==> config.mk <==
export PLATFORM = sky130hd
export DESIGN_NAME = receiver_watchdog_reset_escalation
export DESIGN_NICKNAME = d
export VERILOG_FILES = /design/src/hdl/rwre_pkg.sv /design/src/hdl/rwre_cfg.sv /design/src/hdl/rwre_core.sv /design/src/hdl/receiver_watchdog_reset_escalation.sv
export VERILOG_INCLUDE_DIRS = /design/src /design/src/hdl
export SDC_FILE = /design/constraint.sdc
export NUM_CORES = 1
export LEC_CHECK = 0
export ABC_AREA = 1
export ABC_CLOCK_PERIOD_IN_PS = 9000
export BUFFER_PORTS_ARGS = -buffer_cell sky130_fd_sc_hd__buf_2
export CAP_MARGIN = 10
export CORE_UTILIZATION = 40
export CTS_CLUSTER_DIAMETER = 200
export DETAILED_ROUTE_END_ITERATION = 10
export GPL_ROUTABILITY_DRIVEN = 0
export GPL_TIMING_DRIVEN = 1
export SKIP_CTS_REPAIR_TIMING = 1
export SLEW_MARGIN = 10
export SYNTH_ARGS = -nofsm -noshare
export SYNTH_HDL_FRONTEND = slang
export SYNTH_SLANG_ARGS = --single-unit
==> constraint.sdc <==
create_clock -name clk -period 9 [get_ports clk]
set_input_delay 1.8 -clock clk [delete_from_list [all_inputs] [get_ports clk]]
set_output_delay 1.8 -clock clk [all_outputs]
set_load 0.01 [all_outputs]
==> src/hdl/receiver_watchdog_reset_escalation_defines.svh <==
// ----------------------------------------------------------------------------
// Receiver watchdog assertion macros
// Shared assertion forms for the receiver watchdog RTL.
// ----------------------------------------------------------------------------
`ifndef RECEIVER_WATCHDOG_RESET_ESCALATION_DEFINES_SVH
`define RECEIVER_WATCHDOG_RESET_ESCALATION_DEFINES_SVH

// Check a condition at every clock edge outside reset
`define RWRE_ASSERT_ALWAYS(lbl, clk, rst, prop, msg) \
  lbl: assert property (@(posedge clk) disable iff (rst) (prop)) else $error(msg);

// Check that a trigger is followed by a condition in the next cycle
`define RWRE_ASSERT_NEXT(lbl, clk, rst, trig, cons, msg) \
  lbl: assert property (@(posedge clk) disable iff (rst) (trig) |=> (cons)) else $error(msg);

`endif

==> src/hdl/rwre_pkg.sv <==
// ----------------------------------------------------------------------------
// Receiver watchdog package
// Item, result and configuration types, codes and the wait limit function.
// ----------------------------------------------------------------------------
package rwre_pkg;

  typedef enum logic [1:0] {
    ACT_TICK    = 2'd0,
    ACT_FIX     = 2'd1,
    ACT_REQUEST = 2'd2,
    ACT_APPLIED = 2'd3
  } action_t;

  // Receiver modes
  localparam logic [2:0] MODE_NONE     = 3'd0;
  localparam logic [2:0] MODE_INACTIVE = 3'd1;
  localparam logic [2:0] MODE_SAVE     = 3'd2;
  localparam logic [2:0] MODE_HIGHEST  = 3'd4;

  // Reset request kinds
  localparam logic [1:0] RESET_NONE = 2'd0;
  localparam logic [1:0] RESET_WARM = 2'd2;
  localparam logic [1:0] RESET_COLD = 2'd3;

  // Configuration register indexes
  localparam logic [2:0] REG_TIMEOUTS = 3'd0;
  localparam logic [2:0] REG_MIN_RATE = 3'd1;
  localparam logic [2:0] REG_DEF_WAIT = 3'd2;
  localparam logic [2:0] REG_SLACK    = 3'd3;
  localparam logic [2:0] REG_AGE      = 3'd4;

  // Configuration reset values
  localparam logic [7:0]  TIMEOUTS_RST = 8'd3;
  localparam logic [15:0] MIN_RATE_RST = 16'd100;
  localparam logic [15:0] DEF_WAIT_RST = 16'd2000;
  localparam logic [15:0] SLACK_RST    = 16'd1000;
  localparam logic [31:0] AGE_RST      = 32'd4233600000;

  localparam logic [15:0] RATE_UNKNOWN = 16'hFFFF;
  localparam logic [16:0] ELAPSED_MAX  = 17'h1FFFF;
  localparam logic [7:0]  COUNT_MAX    = 8'hFF;
  localparam logic [1:0]  LEVEL_MAX    = 2'd2;

  typedef struct packed {
    logic [7:0]  timeouts_before_reset;
    logic [15:0] min_rate_ms;
    logic [15:0] default_wait_ms;
    logic [15:0] slack_ms;
    logic [31:0] age_limit_ms;
  } cfg_t;

  typedef struct packed {
    action_t     action;
    logic [31:0] uptime_ms;
    logic [2:0]  requested_mode;
    logic        apply_ok;
    logic [15:0] reported_rate_ms;
  } item_t;

  typedef struct packed {
    logic        fix_published;
    logic        timeout_event;
    logic [1:0]  reset_kind;
    logic        forward_request;
    logic        mode_report_valid;
    logic [2:0]  current_mode_out;
    logic [16:0] wait_limit_ms;
  } result_t;

  // Wait limit from the rate in force; a zero limit is raised to one
  function automatic logic [16:0] wait_limit(input logic [15:0] rate, input cfg_t cfg);
    logic [16:0] w;
    if (rate == RATE_UNKNOWN || rate < cfg.min_rate_ms) begin
      w = {1'b0, cfg.default_wait_ms};
    end else begin
      w = {1'b0, rate} + {1'b0, cfg.slack_ms};
    end
    if (w == 17'd0) begin
      w = 17'd1;
    end
    return w;
  endfunction

endpackage

==> src/hdl/rwre_cfg.sv <==
// ----------------------------------------------------------------------------
// Receiver watchdog configuration registers
// Holds the five settings, written one at a time through the write port.
// ----------------------------------------------------------------------------
module rwre_cfg (
  input  logic          clk,
  input  logic          rst,
  input  logic          cfg_we,
  input  logic [2:0]    cfg_index,
  input  logic [31:0]   cfg_data,
  output rwre_pkg::cfg_t cfg
);
  import rwre_pkg::*;

  // Load reset values, then take writes by index
  always_ff @(posedge clk) begin
    if (rst) begin
      cfg.timeouts_before_reset <= TIMEOUTS_RST;
      cfg.min_rate_ms           <= MIN_RATE_RST;
      cfg.default_wait_ms       <= DEF_WAIT_RST;
      cfg.slack_ms              <= SLACK_RST;
      cfg.age_limit_ms          <= AGE_RST;
    end else if (cfg_we) begin
      case (cfg_index)
        REG_TIMEOUTS: cfg.timeouts_before_reset <= cfg_data[7:0];
        REG_MIN_RATE: cfg.min_rate_ms           <= cfg_data[15:0];
        REG_DEF_WAIT: cfg.default_wait_ms       <= cfg_data[15:0];
        REG_SLACK:    cfg.slack_ms              <= cfg_data[15:0];
        REG_AGE:      cfg.age_limit_ms          <= cfg_data;
        default: ;
      endcase
    end
  end

endmodule

==> src/hdl/rwre_core.sv <==
// ----------------------------------------------------------------------------
// Receiver watchdog core
// Watchdog state and the single-pass update that yields one result per item.
// ----------------------------------------------------------------------------
`include "receiver_watchdog_reset_escalation_defines.svh"

module rwre_core (
  input  logic              clk,
  input  logic              rst,
  input  logic              step,
  input  rwre_pkg::item_t   item,
  input  rwre_pkg::cfg_t    cfg,
  output rwre_pkg::result_t res
);
  import rwre_pkg::*;

  logic [16:0] elapsed_ms, elapsed_ms_next;
  logic [7:0]  timeout_count, timeout_count_next;
  logic [1:0]  reset_level, reset_level_next;
  logic        seen_first_fix, seen_first_fix_next;
  logic [2:0]  mode_now, mode_now_next;
  logic [15:0] rate_now, rate_now_next;
  logic [31:0] last_uptime, last_uptime_next;

  logic [16:0] elapsed_inc;
  logic [7:0]  count_inc;
  logic        window_end;
  logic        req_ok;

  // Work out next state and the result for the item at hand
  always_comb begin
    elapsed_ms_next     = elapsed_ms;
    timeout_count_next  = timeout_count;
    reset_level_next    = reset_level;
    seen_first_fix_next = seen_first_fix;
    mode_now_next       = mode_now;
    rate_now_next       = rate_now;
    last_uptime_next    = last_uptime;
    res                 = '0;
    window_end          = 1'b0;
    req_ok              = (item.requested_mode <= MODE_HIGHEST);
    elapsed_inc = (elapsed_ms < ELAPSED_MAX) ? elapsed_ms + 17'd1 : elapsed_ms;
    count_inc   = (timeout_count < COUNT_MAX) ? timeout_count + 8'd1 : timeout_count;

    case (item.action)
      ACT_TICK: begin
        elapsed_ms_next = elapsed_inc;
        if (elapsed_inc >= wait_limit(rate_now, cfg)) begin
          elapsed_ms_next = '0;
          window_end      = 1'b1;
          if (seen_first_fix && mode_now != MODE_INACTIVE) begin
            res.timeout_event  = 1'b1;
            timeout_count_next = count_inc;
            // Escalate hot, warm, cold once the tolerance is used up
            if (count_inc > cfg.timeouts_before_reset) begin
              timeout_count_next = '0;
              res.reset_kind     = reset_level + 2'd1;
              if (reset_level < LEVEL_MAX) begin
                reset_level_next = reset_level + 2'd1;
              end
            end
          end
        end
      end
      ACT_FIX: begin
        res.fix_published   = 1'b1;
        elapsed_ms_next     = '0;
        window_end          = 1'b1;
        timeout_count_next  = '0;
        reset_level_next    = '0;
        last_uptime_next    = item.uptime_ms;
        seen_first_fix_next = 1'b1;
      end
      ACT_REQUEST: begin
        res.forward_request = req_ok && (item.requested_mode != mode_now);
      end
      ACT_APPLIED: begin
        res.mode_report_valid = 1'b1;
        if (item.apply_ok && req_ok) begin
          mode_now_next = item.requested_mode;
          if (item.requested_mode == MODE_INACTIVE) begin
            rate_now_next = RATE_UNKNOWN;
          end else if (item.requested_mode >= MODE_SAVE) begin
            rate_now_next = item.reported_rate_ms;
          end
        end
      end
      default: ;
    endcase

    // Age check at the end of a window while no reset is pending
    if (window_end && res.reset_kind == RESET_NONE && reset_level_next == 2'd0 &&
        last_uptime_next >= cfg.age_limit_ms) begin
      res.reset_kind = RESET_COLD;
    end

    res.current_mode_out = mode_now_next;
    res.wait_limit_ms    = wait_limit(rate_now_next, cfg);
  end

  // Hold state; advance on each item transfer into the result stage
  always_ff @(posedge clk) begin
    if (rst) begin
      elapsed_ms     <= '0;
      timeout_count  <= '0;
      reset_level    <= '0;
      seen_first_fix <= 1'b0;
      mode_now       <= MODE_NONE;
      rate_now       <= RATE_UNKNOWN;
      last_uptime    <= '0;
    end else if (step) begin
      elapsed_ms     <= elapsed_ms_next;
      timeout_count  <= timeout_count_next;
      reset_level    <= reset_level_next;
      seen_first_fix <= seen_first_fix_next;
      mode_now       <= mode_now_next;
      rate_now       <= rate_now_next;
      last_uptime    <= last_uptime_next;
    end
  end

  `RWRE_ASSERT_ALWAYS(a_level_range, clk, rst, reset_level <= LEVEL_MAX, "reset level beyond cold")
  `RWRE_ASSERT_NEXT(a_fix_clears, clk, rst, step && item.action == ACT_FIX, timeout_count == 8'd0 && reset_level == 2'd0 && seen_first_fix, "fix did not clear counters")
  `RWRE_ASSERT_NEXT(a_warm_level, clk, rst, step && res.reset_kind == RESET_WARM, reset_level == LEVEL_MAX, "warm reset did not raise level")

endmodule

==> src/hdl/receiver_watchdog_reset_escalation.sv <==
// ----------------------------------------------------------------------------
// Receiver watchdog with reset escalation: input register, then result register.
// One item per cycle unless stalled; the update is one pass, input to result reg.
// Synchronous reset clears state and settings to defaults; no clearing pass.
// ----------------------------------------------------------------------------
`include "receiver_watchdog_reset_escalation_defines.svh"

module receiver_watchdog_reset_escalation (
  input  logic        clk,
  input  logic        rst,
  input  logic        cfg_we,
  input  logic [2:0]  cfg_index,
  input  logic [31:0] cfg_data,
  input  logic        in_valid,
  output logic        in_stall,
  input  logic [1:0]  action,
  input  logic [31:0] uptime_ms,
  input  logic [2:0]  requested_mode,
  input  logic        apply_ok,
  input  logic [15:0] reported_rate_ms,
  output logic        out_valid,
  input  logic        out_stall,
  output logic        fix_published,
  output logic        timeout_event,
  output logic [1:0]  reset_kind,
  output logic        forward_request,
  output logic        mode_report_valid,
  output logic [2:0]  current_mode_out,
  output logic [16:0] wait_limit_ms
);
  import rwre_pkg::*;

  cfg_t    cfg;
  item_t   item;
  logic    item_valid;
  result_t res_comb;
  result_t res;
  logic    advance;
  logic    take;

  rwre_cfg u_cfg (
    .clk       (clk),
    .rst       (rst),
    .cfg_we    (cfg_we),
    .cfg_index (cfg_index),
    .cfg_data  (cfg_data),
    .cfg       (cfg)
  );

  rwre_core u_core (
    .clk  (clk),
    .rst  (rst),
    .step (advance),
    .item (item),
    .cfg  (cfg),
    .res  (res_comb)
  );

  // Move the held item on when the result register is free or draining
  assign advance  = item_valid && (!out_valid || !out_stall);
  assign in_stall = item_valid && !advance;
  assign take     = in_valid && !in_stall;

  // Input register control
  always_ff @(posedge clk) begin
    if (rst) begin
      item_valid <= 1'b0;
    end else if (take) begin
      item_valid <= 1'b1;
    end else if (advance) begin
      item_valid <= 1'b0;
    end
  end

  // Input register payload
  always_ff @(posedge clk) begin
    if (take) begin
      item.action           <= action_t'(action);
      item.uptime_ms        <= uptime_ms;
      item.requested_mode   <= requested_mode;
      item.apply_ok         <= apply_ok;
      item.reported_rate_ms <= reported_rate_ms;
    end
  end

  // Result register control
  always_ff @(posedge clk) begin
    if (rst) begin
      out_valid <= 1'b0;
    end else begin
      out_valid <= advance || (out_valid && out_stall);
    end
  end

  // Result register payload
  always_ff @(posedge clk) begin
    if (advance) begin
      res <= res_comb;
    end
  end

  assign fix_published     = res.fix_published;
  assign timeout_event     = res.timeout_event;
  assign reset_kind        = res.reset_kind;
  assign forward_request   = res.forward_request;
  assign mode_report_valid = res.mode_report_valid;
  assign current_mode_out  = res.current_mode_out;
  assign wait_limit_ms     = res.wait_limit_ms;

  `RWRE_ASSERT_NEXT(a_advance_shows, clk, rst, advance, out_valid, "advanced item lost")
  `RWRE_ASSERT_NEXT(a_stall_keeps_item, clk, rst, in_stall, item_valid, "stalled item dropped")

endmodule

* Word level (Yosys, flattened, before mapping)
Index checks and enable logic that the tools add are counted.
Word-level totals: register bits 249, input bits 94
Cells by class: equal/unequal tests 14, muxes and demuxes 35, magnitude comparators 10, reductions and logical operators 35, $add $sub $neg 5
Operators with widths (number):
- 17-bit two-way mux | 7
- 16-bit two-way mux | 4
- 16-bit by 16-bit adder with 17-bit output | 2
- 17-bit logical NOT | 2
- 17-bit one-hot mux with 2 select lines | 1
- 16-bit == test, second input constant | 2
- 32-bit greater-or-equal comparator | 1
- 16-bit < comparator | 2
- 32-bit two-way mux | 1
- 8-bit two-way mux | 4
- 17-bit by 1-bit adder with 17-bit output, second input constant | 1
- 17-bit greater-or-equal comparator | 1
- 17-bit < comparator, second input constant | 1
- 8-bit one-hot mux with 2 select lines | 1
- 2-bit AND reduction | 8
- 2-bit two-way mux | 7
- 1-bit logical AND | 10
- 3-bit two-way mux | 3
- 8-bit by 1-bit adder with 8-bit output, second input constant | 1
- 8-bit > comparator | 1
- 8-bit < comparator, second input constant | 1
- 3-bit by 1-bit == test with 1-bit output, second input constant | 2
- 3-bit by 2-bit == test with 1-bit output, second input constant | 2
- 2-bit logical NOT | 3
- other kinds (18) | 31

* Logic depth before layout (Yosys ltp)
word-level depth 14, gate-level depth with buffers 28, mapped depth without buffers 27

* By module
From an unflattened synthesis, not the netlist that was laid out.
Unflattened totals: cells, all modules 1897, area total of the unflattened synthesis 14353.8 sq um
By module, submodules not included:
- rwre_core | cells each 1328, seq. area each 1581.5 sq um, area an instance 8454.4 sq um, times used 1
- rwre_cfg | cells each 477, seq. area each 1761.7 sq um, area an instance 3405.8 sq um, times used 1
- receiver_watchdog_reset_escalation | cells each 92, seq. area each 2442.3 sq um, area an instance 2493.6 sq um, times used 1

* Least setup slack after synthesis
Ideal clock, no wire load.
path type input-to-output, start in out_stall, end out in_stall, slack 5144 ps, stages on the path 2, arrival 2056 ps, path buffers 0, required time 7200 ps, cells stage by stage nand2_1 > nor2_1
Between the ends: cells in the longest elaborated chain, start to end 5
RTL lines:
- start, declared | RTL line receiver_watchdog_reset_escalation.sv:22 | input logic out_stall,
- 1-bit logical NOT | RTL line receiver_watchdog_reset_escalation.sv:60 | assign advance = item_valid && (!out_valid || !out_stall);
- 1-bit logical OR | RTL line receiver_watchdog_reset_escalation.sv:60
- 1-bit logical AND | RTL line receiver_watchdog_reset_escalation.sv:60
- 1-bit logical NOT | RTL line receiver_watchdog_reset_escalation.sv:61 | assign in_stall = item_valid && !advance;
- 1-bit logical AND | RTL line receiver_watchdog_reset_escalation.sv:61
- end, declared | RTL line receiver_watchdog_reset_escalation.sv:15 | output logic in_stall,
No other way between the ends.

* Worst setup path after layout
start reg u_core.rate_now[1], end reg u_core.timeout_count[6]
Between the ends: cells in the longest elaborated chain, start to end 10, elaborated cells between the ends (all ways) 12, those cells by class add/sub: 1; order compare: 2; eq/ne: 2; mux: 4; reduce/logical: 3
RTL lines:
- start, declared | RTL line rwre_core.sv:22 | logic [15:0] rate_now, rate_now_next;
- start signal, assigned | RTL line rwre_core.sv:117 | rate_now <= rate_now_next;
- 16-bit < comparator / 16-bit == test (equally long branches) | RTL line rwre_pkg.sv:73 | if (rate == RATE_UNKNOWN || rate < cfg.min_rate_ms) begin
- 1-bit logical OR | RTL line rwre_pkg.sv:73
- 17-bit two-way mux (*) | RTL line rwre_pkg.sv:73
- 17-bit two-way mux (*) | RTL line rwre_core.sv:45 | case (item.action)
- 17-bit logical NOT | RTL line rwre_pkg.sv:78 | if (w == 17'd0) begin
- 17-bit two-way mux (*) | RTL line rwre_pkg.sv:78
- 17-bit two-way mux (*) | RTL line rwre_core.sv:45
- 17-bit greater-or-equal comparator (*) | RTL line rwre_core.sv:48 | if (elapsed_inc >= wait_limit(rate_now, cfg)) begin
- 2-bit by 1-bit inequality test with 1-bit output (no source line) (*)
- 4-bit AND reduction (no source line) (*)
- end signal, assigned | RTL line rwre_core.sv:113 | timeout_count <= timeout_count_next;
- end, declared | RTL line rwre_core.sv:18 | logic [7:0] timeout_count, timeout_count_next;
Mark *: on every way between the ends. The rest lies on a longest branch, timed or not. The select of a mux whose other input is x is not followed. A chain may end at the register's enable or synchronous reset.

==> flow_summary.json <==
{
  "status": "complete, but fails checks",
  "violations": "DRC",
  "io_buffer_count": 121,
  "cp.arrival_ns": 5.39,
  "die_y_um": 186,
  "avgSynthCellArea_um2": 7.98,
  "crit_fanout": 26,
  "syn_nets": 1921,
  "finalHoldViolCount": 0,
  "hold_class": "register to register",
  "switching_power_w": 0.000854,
  "dpl_worst_slack_ns": 4.09,
  "rows": 67,
  "final_common_cell": "nand2_1",
  "dr.pass1.iters": 8,
  "drive_gt1_frac": 0.112,
  "drt_iter0_drc": 818,
  "critPathCaptureType": "register",
  "synthesis.area_um2": 13600,
  "yosysSeqAreaShare": 0.426,
  "yosysUniqueCellTypes": 47,
  "worstMarginPinSlew_ns": 0.987,
  "setup-tns-final_ns": 0,
  "crit_required_ns": 9.39,
  "dieArea_um2": 34700,
  "hp-start": "u_core.last_uptime[11]",
  "postRouteAntennaNets": 0,
  "ios": 122,
  "setup_violations": 0,
  "ir_drop_mv": 0.220,
  "nNetsFinal": 2020,
  "grt_setup_unrepaired": "no",
  "hold_end": "u_core.last_uptime[11]",
  "path_clk_slew_ns": 0.06,
  "fin_crit_sh": 0.555,
  "grt_pass1_vias": 11000,
  "setup.worst_path.start": "u_core.rate_now[1]",
  "clk_path_buf_depth": 3,
  "placed_cell_area_um2": 14600,
  "fin_ws_ns": 4.01,
  "hold_depth": 2,
  "synth_ff_type": "dfxtp_1",
  "avgRoutedWirePerCell_um": 15.5,
  "vias_per_cell": 5.12,
  "post-route-drc-count": 2,
  "reg2reg_depth": 21,
  "cts.sinks": 249,
  "drv_cap": 0,
  "postSynth.asyncResetShare": 0,
  "slowest_delay_ns": 0.44,
  "r2r_start": "u_core.rate_now[1]",
  "finalHoldWorstSlack_ns": 0.457,
  "overflow": 0,
  "start_util": 0.406,
  "cts_tree": "done",
  "powerDensity_nw_per_um2": 193,
  "relSlewSlack": 0.342,
  "fmax_mhz": 200,
  "grt_pass1_wl_mm": 57.0,
  "leakagePower_nw": 6.85,
  "num_vias": 11600,
  "combPwrFrac": 0.176,
  "slew_violations": 0,
  "r2r-end": "u_core.timeout_count[6]",
  "root_buffer": "clkbuf_16",
  "seq_power_share": 0.418,
  "final_cell_mix": "nand2_1, inv_1, dfxtp_1",
  "fin_area_um2": 15600,
  "p_int_w": 0.00214,
  "die_w_um": 186,
  "skew_ns": 0.0100,
  "worst-setup-path-type": "register to register",
  "hpwl_mm": 25.9,
  "netSwitchingFraction": 0.285,
  "grt_max_degree": 78,
  "r2r_setup_slack_ns": 4.01,
  "ys_ff_latch": 249,
  "cts_buffers": 29,
  "n_fill_cell": 3326,
  "period_needed_ns": 4.99,
  "synthCells": 1703,
  "wl_mm": 35.3,
  "cp-start-kind": "register",
  "htree_levels": 1,
  "cp_cell_sequence": "ha_1 > a21oi_1 > o21ai_0 > nand4_1 > o211ai_1 > nand3_1 > nand2_1 > nand2_1 > inv_1 > o21ai_0 > ha_1 > nand2_1 > nor3_1 > nor3b_1 > nand3_1 > o2111ai_1 > nand2_1 > o21ai_1 > inv_1 > a21oi_1 > a211oi_1",
  "area_growth_pct": 14.6,
  "gr-usage-all-layers": 0.202,
  "clk_latency_ns": 0.56,
  "core_area_um2": 33400,
  "antenna_found_initial": 1,
  "synth-edff-count": 80,
  "diodes": 0,
  "cp_common_cell": "nand2_1",
  "clockPowerShare": 0.407,
  "cpMaxStageDelayCell": "nand2_1",
  "ys_warn_count": 0
}
[worst max-delay path by stage]
stage / to / slack [ns] / depth (start not counted)
3_5_place_dp: u_core.timeout_count[2] / 4.09 / 21
5_1_grt: u_core.timeout_count[5] / 3.35 / 21
3_3_place_gp: u_core.timeout_count[7] / 4.31 / 21
6_report: u_core.timeout_count[6] / 4.01 / 21
4_1_cts: u_core.timeout_count[2] / 4.08 / 21
2_1_floorplan: in_stall / 5.14 / 2
[kinds of logic (layout without fill, tap and decap cells)]
kind of cell / after synthesis / in the layout / synth area share
buf+inv: 270 / 392 / 0.0776
flops: 249 / 249 / 0.426
simple gates: 630 / 630 / 0.192
xor+xnor: 45 / 45 / 0.0290
fa+ha+maj: 124 / 124 / 0.115
compound gates: 385 / 385 / 0.161
[power by group through the flow]
stage / registers (W) / logic, W / clock network, W
after floorplan: 0.00127 / 0.000364 / 0
after CTS: 0.00125 / 0.000525 / 0.00125
after detailed placement: 0.00128 / 0.000522 / 0
final: 0.00125 / 0.000527 / 0.00122
after global routing: 0.00126 / 0.000598 / 0.00129
after global placement: 0.00128 / 0.000514 / 0
[through the flow]
step                      power, W   util  instances
after floorplan            0.00164      -       1703
after global placement     0.00179  0.436       2219
after detailed placement   0.00180  0.436       2219
after CTS                  0.00303  0.466       2273
after global routing       0.00315  0.466       2273
final                      0.00300  0.466       2273
[area by class of cell]
type	count	area, um^2	area share
repair buffers	131	681	0.0437
inverters	207	783	0.0503
clock buffers	31	733	0.0471
flip-flops and latches	249	5790	0.371
well taps	448	561	0.0360
clock inverters	23	264	0.0169
multi-input cells	1184	6770	0.435
[registers in the layout, indices dropped and copies added, names as in the netlist, 2 cells and up]
register              flops
u_core.timeout_count      8
u_core.mode_now           3
u_core.last_uptime       32
u_cfg.cfg                88
reset_kind                2
item                     54
u_core.rate_now          16
current_mode_out          3
wait_limit_ms            17
u_core.reset_level        2
u_core.elapsed_ms        17
[critical path: cells and delay by family (launching register included)]
kind | cells | cell delay [ns]
AO/OA/AOI/OAI | 8 | 1.55
flip-flops | 1 | 0.38
adder cells (fa/ha/maj) | 2 | 0.66
buffers and inverters | 2 | 0.66
AND/OR/NAND/NOR | 9 | 1.57
[per-layer routing]
layer  routed length [um]  GRT usage  up-vias
li1                     -          -     5931
met1                16200      0.271     5335
met2                16300      0.337      312
met3                 1920     0.0299       53
met4                  886     0.0569        2
met5                   13          0        -
[cells in the mapped netlist (all sizes together) (3+ instances only)]
library cell | instances | area, um^2
o21ai | 145 | 729
o211ai | 26 | 205
nand2 | 355 | 1350
buf | 10 | 73.8
edfxtp | 80 | 2400
xor2 | 27 | 236
nand4 | 24 | 150
clkbuf | 53 | 199
ha | 122 | 1530
a211oi | 41 | 308
a22oi | 3 | 22.5
nor3 | 17 | 85.1
a21boi | 4 | 30.0
nor4 | 3 | 18.8
o21bai | 3 | 22.5
a21o | 4 | 30.0
dfxtp | 169 | 3380
xnor2 | 18 | 158
nor2 | 153 | 584
inv | 206 | 773
nand3 | 72 | 375
a21oi | 149 | 746
(Power assumes the default switching activity.)
